File: src/hdl/ssa_pkg.sv
// ssa_pkg: shared codes, constants and the descriptor packing function
// for the segment selector allocator.
// Depends on nothing; used by hdl/segment_selector_allocator.sv and tb/testbench.sv.
package ssa_pkg;

    // Operation codes of an input word
    localparam logic OP_ALLOC = 1'b0;
    localparam logic OP_FREE  = 1'b1;

    // Status codes of a result word
    localparam logic [1:0] ST_OK        = 2'd0;
    localparam logic [1:0] ST_NO_SLOT   = 2'd1;
    localparam logic [1:0] ST_BAD_SEL   = 2'd2;

    // Descriptor constants
    localparam logic [4:0]  TYPE_RW_DATA   = 5'h13;
    localparam logic [1:0]  DPL_USER       = 2'd3;
    localparam logic [31:0] GRAN_THRESHOLD = 32'h0010_0000;
    localparam int          GRAN_SHIFT     = 12;

    // Field widths of the ports
    localparam int SEL_IN_W  = 16;
    localparam int SEL_OUT_W = 9;
    localparam int DESC_W    = 64;

    // Pack a 32-bit data-segment descriptor; large limits switch to page
    // granularity and drop the low 12 bits.
    function automatic logic [DESC_W-1:0] build_descriptor(
        input logic [31:0] base,
        input logic [31:0] limit
    );
        logic        gran;
        logic [31:0] lim;
        gran = (limit >= GRAN_THRESHOLD);
        lim  = gran ? (limit >> GRAN_SHIFT) : limit;
        return {base[31:24], gran, 1'b1, 1'b0, 1'b0, lim[19:16],
                1'b1, DPL_USER, TYPE_RW_DATA, base[23:16], base[15:0], lim[15:0]};
    endfunction

endpackage

File: src/hdl/segment_selector_allocator.sv
// segment_selector_allocator: descriptor slot free map, lowest-free-slot
// allocation and descriptor packing, with input and result registers.
// Depends on hdl/ssa_pkg.sv.
//
//  channel | valid   | ready   | payload
//  --------+---------+---------+-------------------------------------------
//  request | i_valid | o_ready | i_op, i_base_addr, i_limit_value, i_selector_in
//  result  | o_valid | i_ready | o_status, o_selector_out, o_descriptor
//
// One word per cycle is accepted while results are taken; each request word is
// held in the input register and its result then in the result register.
// The free map is read and updated in the single pass out of the input register.
// Reset (synchronous, active low) empties both registers and marks every slot free.
// A stalled result holds the result register and, once the input register is
// also full, o_ready drops until the result word is taken.
module segment_selector_allocator #(
    parameter int SLOTS = 32
) (
    input  logic        i_clk,
    input  logic        i_rst_n,
    input  logic        i_valid,
    output logic        o_ready,
    input  logic        i_op,
    input  logic [31:0] i_base_addr,
    input  logic [31:0] i_limit_value,
    input  logic [15:0] i_selector_in,
    output logic        o_valid,
    input  logic        i_ready,
    output logic [1:0]  o_status,
    output logic [8:0]  o_selector_out,
    output logic [63:0] o_descriptor
);

    localparam int SW    = (SLOTS > 1) ? $clog2(SLOTS) : 1;
    localparam int IDX_W = ssa_pkg::SEL_IN_W - 3;

    // Input register
    logic        r_in_valid;
    logic        r_op;
    logic [31:0] r_base;
    logic [31:0] r_limit;
    logic [15:0] r_sel;

    // Result register
    logic                          r_out_valid;
    logic [1:0]                    r_status;
    logic [ssa_pkg::SEL_OUT_W-1:0] r_sel_out;
    logic [ssa_pkg::DESC_W-1:0]    r_desc;

    logic [SLOTS-1:0] r_free_map;
    logic [SLOTS-1:0] n_free_map;

    logic                          n_status;
    logic [1:0]                    n_status_code;
    logic [ssa_pkg::SEL_OUT_W-1:0] n_sel_out;
    logic [ssa_pkg::DESC_W-1:0]    n_desc;

    logic                 w_adv;
    logic                 w_found;
    logic [SW-1:0]        w_slot;
    logic [IDX_W-1:0]     w_idx;
    logic                 w_bad_sel;
    logic [15:0]          w_sel_wide;

    // Pipeline handshake
    assign w_adv   = r_in_valid && (!r_out_valid || i_ready);
    assign o_ready = !r_in_valid || w_adv;

    // Lowest free slot
    always_comb begin
        w_found = 1'b0;
        w_slot  = '0;
        for (int j = SLOTS - 1; j >= 0; j--) begin
            if (r_free_map[j]) begin
                w_found = 1'b1;
                w_slot  = SW'(j);
            end
        end
    end

    assign w_idx      = r_sel[15:3];
    assign w_bad_sel  = (w_idx == '0) || (w_idx > IDX_W'(SLOTS));
    assign w_sel_wide = (16'(w_slot) << 3) + 16'd15;

    // Result and next free map
    always_comb begin
        n_free_map    = r_free_map;
        n_status_code = ssa_pkg::ST_OK;
        n_sel_out     = '0;
        n_desc        = '0;
        if (r_op == ssa_pkg::OP_ALLOC) begin
            if (w_found) begin
                n_free_map[w_slot] = 1'b0;
                n_sel_out = w_sel_wide[ssa_pkg::SEL_OUT_W-1:0];
                n_desc    = ssa_pkg::build_descriptor(r_base, r_limit);
            end else begin
                n_status_code = ssa_pkg::ST_NO_SLOT;
            end
        end else begin
            if (w_bad_sel) begin
                n_status_code = ssa_pkg::ST_BAD_SEL;
            end else begin
                for (int j = 0; j < SLOTS; j++) begin
                    if (w_idx == IDX_W'(j + 1)) begin
                        n_free_map[j] = 1'b1;
                    end
                end
            end
        end
    end

    assign n_status = n_status_code != ssa_pkg::ST_OK;

    // Input register
    always_ff @(posedge i_clk) begin
        if (!i_rst_n) begin
            r_in_valid <= 1'b0;
        end else if (o_ready) begin
            r_in_valid <= i_valid;
        end
    end

    always_ff @(posedge i_clk) begin
        if (i_valid && o_ready) begin
            r_op    <= i_op;
            r_base  <= i_base_addr;
            r_limit <= i_limit_value;
            r_sel   <= i_selector_in;
        end
    end

    // Free map
    always_ff @(posedge i_clk) begin
        if (!i_rst_n) begin
            r_free_map <= '1;
        end else if (w_adv) begin
            r_free_map <= n_free_map;
        end
    end

    // Result register
    always_ff @(posedge i_clk) begin
        if (!i_rst_n) begin
            r_out_valid <= 1'b0;
        end else if (w_adv) begin
            r_out_valid <= 1'b1;
        end else if (i_ready) begin
            r_out_valid <= 1'b0;
        end
    end

    always_ff @(posedge i_clk) begin
        if (w_adv) begin
            r_status  <= n_status_code;
            r_sel_out <= n_sel_out;
            r_desc    <= n_desc;
        end
    end

    assign o_valid        = r_out_valid;
    assign o_status       = r_status;
    assign o_selector_out = r_sel_out;
    assign o_descriptor   = r_desc;

    // A failed word carries no selector and no descriptor
    a_fail_zero: assert property (@(posedge i_clk) disable iff (!i_rst_n)
        (w_adv && n_status) |=> (r_sel_out == '0 && r_desc == '0))
        else $error("failed word has nonzero selector or descriptor");

    // A successful allocate takes exactly one slot
    a_alloc_one: assert property (@(posedge i_clk) disable iff (!i_rst_n)
        (w_adv && r_op == ssa_pkg::OP_ALLOC && w_found) |=>
        ($countones(r_free_map) == $countones($past(r_free_map)) - 1))
        else $error("allocate did not take exactly one slot");

    // Allocation never frees a slot
    a_alloc_no_free: assert property (@(posedge i_clk) disable iff (!i_rst_n)
        (w_adv && r_op == ssa_pkg::OP_ALLOC) |=>
        ((r_free_map & ~$past(r_free_map)) == '0))
        else $error("allocate set a free bit");

    // The map only changes when a word passes the input register
    a_map_hold: assert property (@(posedge i_clk) disable iff (!i_rst_n)
        !w_adv |=> $stable(r_free_map))
        else $error("free map changed without a word");

endmodule

File: config.mk
export PLATFORM = sky130hd
export DESIGN_NAME = segment_selector_allocator
export DESIGN_NICKNAME = d
export VERILOG_FILES = /design/src/hdl/ssa_pkg.sv /design/src/hdl/segment_selector_allocator.sv
export SDC_FILE = /design/constraint.sdc
export NUM_CORES = 1
export LEC_CHECK = 0
export ABC_CLOCK_PERIOD_IN_PS = 3700
export BUFFER_PORTS_ARGS = -buffer_cell sky130_fd_sc_hd__clkbuf_2
export CORE_MARGIN = 2
export CORE_UTILIZATION = 45
export CTS_CLUSTER_DIAMETER = 200
export CTS_CLUSTER_SIZE = 28
export DETAILED_ROUTE_END_ITERATION = 10
export PLACE_DENSITY = 0.66
export SETUP_SLACK_MARGIN = 0.02
export SLEW_MARGIN = 20
export SYNTH_ARGS = -nofsm -noshare
export SYNTH_HDL_FRONTEND = slang
export SYNTH_SLANG_ARGS = --single-unit
File: constraint.sdc
create_clock -name i_clk -period 3.7 [get_ports i_clk]
set_input_delay 0.185 -clock i_clk [delete_from_list [all_inputs] [get_ports i_clk]]
set_output_delay 0.185 -clock i_clk [all_outputs]
set_load 0.1 [all_outputs]
* Word-level counts from Yosys, hierarchy flattened
Cells that the tools add are included.
** Operators by class
- Divide/modulo/power cells :: 0
- Muxes and demuxes :: 108
- Equal/unequal tests :: 65
- $mul :: 0
- Shift operators :: 0
- $add $sub $neg :: 1
- Reductions and logical operators :: 44
- Magnitude comparators :: 4
- Bitwise logic cells :: 3
** Operators with widths (count)
- $eq A13 B5 Y1 const B :: 16
- $mux W5 :: 32
- $reduce_and A4 Y1 :: 32
- $eq A13 B4 Y1 const B :: 8
- $mux W32 :: 3
- $mux W1 :: 68
- $ne A2 B1 Y1 const B :: 32
- $mux W55 :: 1
- $eq A13 B3 Y1 const B :: 4
- $and A32 B32 Y32 :: 1
- $ge A32 B21 Y1 const B :: 1
- $not A32 Y32 :: 1
- $eq A13 B2 Y1 const B :: 2
- $mux W20 :: 1
- $eq A13 B1 Y1 const B :: 1
- $eq A13 B6 Y1 const B :: 1
- $gt A13 B6 Y1 const B :: 1
- $logic_not A13 Y1 :: 1
- $add A8 B4 Y9 const B :: 1
- $lt A5 B6 Y1 const B :: 1
- $demux W1 S5 :: 1
- $ge A5 B1 Y1 const B :: 1
- $mux W2 :: 2
- $reduce_bool A2 Y1 :: 2
- 6 further kinds :: 11
** Storage, ports and cells
- Bits in registers :: 190
- Bits in latches :: 0
- Memories :: 0
- RAM bits :: 0
- Memory bits (read-only) :: 0
- Output and inout bits :: 77

* Longest topological paths before layout
- Word-level depth :: 40
- Depth in mapped cells :: 10

* Worst setup path before layout
OpenSTA, ideal clock, no wires.
- Kind :: reg-to-reg
- From :: register r_out_valid, in the netlist o_valid
- To :: register r_base[0] (enable)
- Cell stages (with the launch flop) :: 4
- Data arrival time :: 3555 ps
- Slack :: -299 ps
- Setup time :: 444 ps
- Cells stage by stage :: dfxtp_1 -> nor2b_1 -> nand2_1 -> and2_1
** Between the ends
- Cells in the longest elaborated chain, start to end :: 5
** RTL lines
- from (decl) :: RTL line segment_selector_allocator.sv:45 : logic r_out_valid;
- from (signal assigned) :: RTL line segment_selector_allocator.sv:144 : r_out_valid <= 1'b0;
- from (signal assigned) :: RTL line segment_selector_allocator.sv:146 : r_out_valid <= 1'b1;
- from (signal assigned) :: RTL line segment_selector_allocator.sv:148 : r_out_valid <= 1'b0;
- $logic_not A1 Y1 :: RTL line segment_selector_allocator.sv:66 : assign w_adv = r_in_valid && (!r_out_valid || i_ready);
- $logic_or A1 B1 Y1 :: RTL line segment_selector_allocator.sv:66
- $logic_and A1 B1 Y1 :: RTL line segment_selector_allocator.sv:66
- $logic_or A1 B1 Y1 :: RTL line segment_selector_allocator.sv:67 : assign o_ready = !r_in_valid || w_adv;
- net o_ready :: RTL line segment_selector_allocator.sv:22 : output logic o_ready,
- $logic_and A1 B1 Y1 :: RTL line segment_selector_allocator.sv:124 : if (i_valid && o_ready) begin
- to (signal assigned) :: RTL line segment_selector_allocator.sv:126 : r_base <= i_base_addr;
- to (decl) :: RTL line segment_selector_allocator.sv:40 : logic [31:0] r_base;
The timed path passes the listed nets, and every way through them passes these cells.
A chain may end at the register's enable or synchronous reset.

* Worst setup path after layout
- From :: register r_sel[3]
- To :: register r_free_map[30]
** Between the ends
- Cells in the longest elaborated chain, start to end :: 4
** RTL lines
- from (decl) :: RTL line segment_selector_allocator.sv:42 : logic [15:0] r_sel;
- from (signal assigned) :: RTL line segment_selector_allocator.sv:128 : r_sel <= i_selector_in;
- $gt A13 B6 Y1 or $logic_not A13 Y1 (tied branches) :: RTL line segment_selector_allocator.sv:82 : assign w_bad_sel = (w_idx == '0) || (w_idx > IDX_W'(SLOTS));
- $logic_or A1 B1 Y1 :: RTL line segment_selector_allocator.sv:82
- $ne A2 B2 Y1 (no source line)
- $reduce_and A4 Y1 (no source line) (*)
- to (signal assigned) :: RTL line segment_selector_allocator.sv:137 : r_free_map <= n_free_map;
- to (decl) :: RTL line segment_selector_allocator.sv:50 : logic [SLOTS-1:0] r_free_map;
Mark *: on every way between the ends. The rest lies on a longest branch, timed or not.

==> Implementation_results.wiki <==
{| class="wikitable"
! Metric !! Value
|-
| Outcome || complete, no violations
|-
| Number of antenna cells inserted || 0
|-
| Worst clock skew || 0.0101 ns
|-
| Most common flop cell mapped by yosys || sky130_fd_sc_hd__edfxtp_1
|-
| Maximum clock insertion buffer count || 2
|-
| Delay-heaviest family, CP || compound AO/OA/AOI/OAI gates
|-
| Cell with the biggest individual delay on the critical path || sky130_fd_sc_hd__or4_1
|-
| Start-to-end type of the worst setup path || reg2reg
|-
| H-tree lvl count || 4
|-
| Part of the cycle the worst path needs || 86.2%
|-
| Seq cells post-synth || 175
|-
| Top fanout value on the critical path || 8
|-
| Area of the multi-input gates || 2010 sq um
|-
| Max-capacitance violation count || 0
|-
| Hold WC Path Type || in2reg
|-
| Worst setup slack for register-to-register paths || 0.51 ns
|-
| WP data required || 3.97 ns
|-
| Ratio of cells with drive above 1 in the final layout || 25.6%
|-
| Count of mapped cells out of synthesis || 542
|-
| CP Depth || 7
|-
| Post_cts resized || 0
|-
| Number of enable-type register cells in the synthesized netlist || 141
|-
| Depth of the most critical reg-to-reg path || 7
|-
| Largest stage delay, worst path || 0.58 ns
|-
| Min Clock Period, post-route || 3.19 ns
|-
| Part of the power in the clock network || 37.4%
|-
| Unrepaired setup endpoints after global routing || false
|-
| Via count || 5,374
|-
| Data arrival time at the worst-slack endpoint || 3.46 ns
|-
| Endpoints failing hold || 0
|-
| Post-CTS setup repair buffer count || 0
|-
| DIE HEIGHT || 130 um
|-
| Type of element launching the critical path || register
|-
| Post-detail-place hpwl || 11,100 um
|-
| Buffer cell driving the clock tree root || sky130_fd_sc_hd__clkbuf_16
|-
| Setup crit end || r_free_map[30]
|-
| Relative slew slack || 32.0%
|-
| Maximum clock frequency || 313 MHz
|-
| CTS clk-pin slew, worst paths || 0.07 ns
|-
| Largest net degree at the start of global routing || 79
|-
| Per-instance average area after synthesis || 13.2 sq um
|-
| Area of the mapped netlist || 7130 sq um
|-
| Number of distinct library cell variants in the gate-level netlist after synthesis || 49
|-
| I/O pin count || 162
|-
| CTS tree || built
|-
| Proportion of total power due to net switching || 27.9%
|-
| Static leakage power || 3.49 nW
|-
| Initial antenna violation count || 0
|-
| GRT Overall Usage || 20.5%
|-
| Number of violations reported at the end of detailed-routing iteration 0 || 461
|-
| Minimum hold slack || 0.0769 ns
|-
| Critical path buffer and inverter count || 1
|-
| Combinational Power Share || 12.4%
|-
| Final net count || 862
|-
| Async set-or-reset flop fraction in the synthesized netlist || 0%
|-
| Routability congestion estimate from global placement || 0.896
|-
| Library cell occupying the most area in the post-synthesis netlist || sky130_fd_sc_hd__edfxtp_1
|-
| Worst-Margin Slew || 1.02 ns
|-
| Number of DRC violations after detailed routing || 0
|-
| Area of the die || 16,900 sq um
|-
| Count of antenna-violating nets left after detailed routing || 0
|-
| Starting density of the core || 45.5%
|-
| Synth area leaders || sky130_fd_sc_hd__edfxtp_1 (59%), sky130_fd_sc_hd__dfxtp_1 (9.5%), sky130_fd_sc_hd__and2_1 (3.1%), sky130_fd_sc_hd__nor2_1 (2.5%), sky130_fd_sc_hd__o211ai_1 (2.4%)
|-
| Pre-antenna DRT Iters || 5
|-
| Clock latency on the worst-skew pair || 0.44 ns
|-
| Area growth, synth to finish || 32.0%
|-
| Fill cell total of the finished layout || 1,245
|-
| Setup TNS || 0 ns
|-
| Number of buffers created by CTS || 17
|-
| Endpoint kind of the worst setup timing path || register
|-
| Crit-path cells || or4_1 -> or3b_4 -> a2111oi_4 -> buf_4 -> o21ai_2 -> o31ai_1 -> o211ai_1
|-
| Net Sw Power || 1.26 mW
|-
| Average wire per standard cell || 17.4 um
|-
| Vias per cell || 5.36
|-
| Hold Buf Count CTS || 79
|-
| Area inside the core boundary || 15,700 sq um
|-
| Number of slew-limit violations in the final report || 0
|-
| Sequential power share || 50.2%
|-
| Maximum ir drop on the vdd rail || 0.000357 V
|-
| Wire length of the first global-routing pass || 26,600 um
|-
| Remaining Overflow, GRT || 0
|-
| Die outline width || 130 um
|-
| Setup-violating endpoint count in the final report || 0
|-
| Placement Rows || 46
|-
| Final wirelength || 17,400 um
|-
| Cells on Worst Hold Path || 4
|-
| Register area share after synthesis || 68.9%
|-
| Number of global-route vias before repair || 5,373
|-
| Sequential cell area || 4910 sq um
|-
| Worst flop-to-flop path endpoint || r_free_map[30]
|-
| Count of input and output buffers || 154
|-
| Cell Pwr Density || 478 nW/um^2
|-
| Share of Yosys cell area claimed by the top area cell type || 59.4%
|-
| Internal power contribution || 3.24 mW
|-
| Startpoint of the most critical setup path || r_sel[3]
|-
| Clock sink count || 175
|-
| Critical R2R Launch || r_sel[3]
|-
| Number of warnings printed during yosys synthesis || 0
|}
## power groups by stage
stage          combinational [mW]  clock [mW]  sequential, mW
5_1_grt                     0.582        1.77            2.27
4_1_cts                     0.554        1.70            2.26
6_report                    0.556        1.68            2.26
3_3_place_gp                0.479           0            2.30
2_1_floorplan               0.144           0            2.54
3_5_place_dp                0.486           0            2.30
## sequential cells by signal, indices dropped and copies added, names as in the netlist
name            count
o_descriptor       54
o_selector_out      7
o_status            2
o_valid             1
r_base             32
r_free_map         32
r_in_valid          1
r_limit            32
r_op                1
r_sel              13
## Yosys cell counts, drive strengths merged (15+ instances only)
library cell and count:
a21oi 19, o211ai 23, nor2 48, o21a 16
o21ai 33, nor4 16, and2 35, edfxtp 141
inv 15, nand2 22, dfxtp 34, clkbuf 16
## tightest hold or removal path, cell delays in order
cell and delay, ns:
sky130_fd_sc_hd__clkbuf_2 0.09, sky130_fd_sc_hd__nor2b_1 0.06, sky130_fd_sc_hd__nor2_1 0.08, sky130_fd_sc_hd__nor2_1 0.05
## metrics by stage
| step | area, sq um | util [%] | power, mW | cells | worst slack (ns) |
|---|---|---|---|---|---|
| after detailed placement | 8070 | 51.5 | 2.79 | 891 | 0.520 |
| after global placement | 8070 | 51.5 | 2.78 | 891 | 0.656 |
| after global routing | 9410 | 60.1 | 4.62 | 1002 | 0.356 |
| after floorplan | 7140 | - | 2.68 | 545 | 0.517 |
| after CTS | 9410 | 60.1 | 4.52 | 1002 | 0.496 |
| final | 9410 | 60.1 | 4.50 | 1002 | 0.510 |
## worst min path at each step
stage / startpoint / end
global route: i_ready / o_valid
floorplan: i_base_addr[0] / r_base[0]
CTS: i_ready / o_valid
finish: i_ready / o_valid
detailed placement: i_limit_value[14] / r_limit[14]
global placement: i_selector_in[11] / r_sel[11]
## layer usage
metal  up-vias  track usage [%]  part of all wire, %
li1       2505                -                    -
met1      2583             24.9                   41
met4         0             8.29                  2.2
met2       251             35.1                   51
met3        35             5.29                  6.3
met5         -                0                    0
## cell usage in the layout, fill, tap and decap left out, drive strengths merged, types with 4 or more instances in the layout
| master | synthesis | routed |
|---|---|---|
| and2 | 35 | 35 |
| nor2b | 8 | 8 |
| mux2i | 8 | 8 |
| nor2 | 48 | 48 |
| or4 | 11 | 11 |
| dlygate4sd3 | 0 | 79 |
| o31ai | 13 | 13 |
| o32a | 4 | 4 |
| o21ai | 33 | 33 |
| nor4 | 16 | 16 |
| conb | 1 | 4 |
| ha | 4 | 4 |
| nand3 | 8 | 8 |
| buf | 14 | 6 |
| edfxtp | 141 | 141 |
| a21oi | 19 | 19 |
| o211ai | 23 | 23 |
| inv | 15 | 21 |
| clkbuf | 16 | 171 |
| nand2 | 22 | 22 |
| clkinv | 0 | 5 |
| clkinvlp | 0 | 4 |
| nor3 | 10 | 10 |
| o21a | 16 | 16 |
| dfxtp | 34 | 34 |
| nand2b | 5 | 5 |
## cells by family after synthesis
kind of cell,count (synthesis),synth area share [%]
buffers and inverters,45,3.05
multiplexers,8,1.12
adder cells (fa/ha/maj),4,0.702
XOR/XNOR,2,0.246
other,1,0.0526
AND/OR/NAND/NOR,179,13.4
flip-flops,175,68.9
AO/OA/AOI/OAI,128,12.5
## cell type report
cell class / count / area share [%]
Clock inverter: 15 / 1.37
Inverter: 15 / 0.598
Clock buffer: 17 / 4.52
Tap cell: 216 / 2.87
Multi-Input combinational cell: 325 / 21.4
Sequential cell: 175 / 52.2
Timing Repair Buffer: 239 / 17.1
Note: power is estimated with default switching activity, not from simulation.
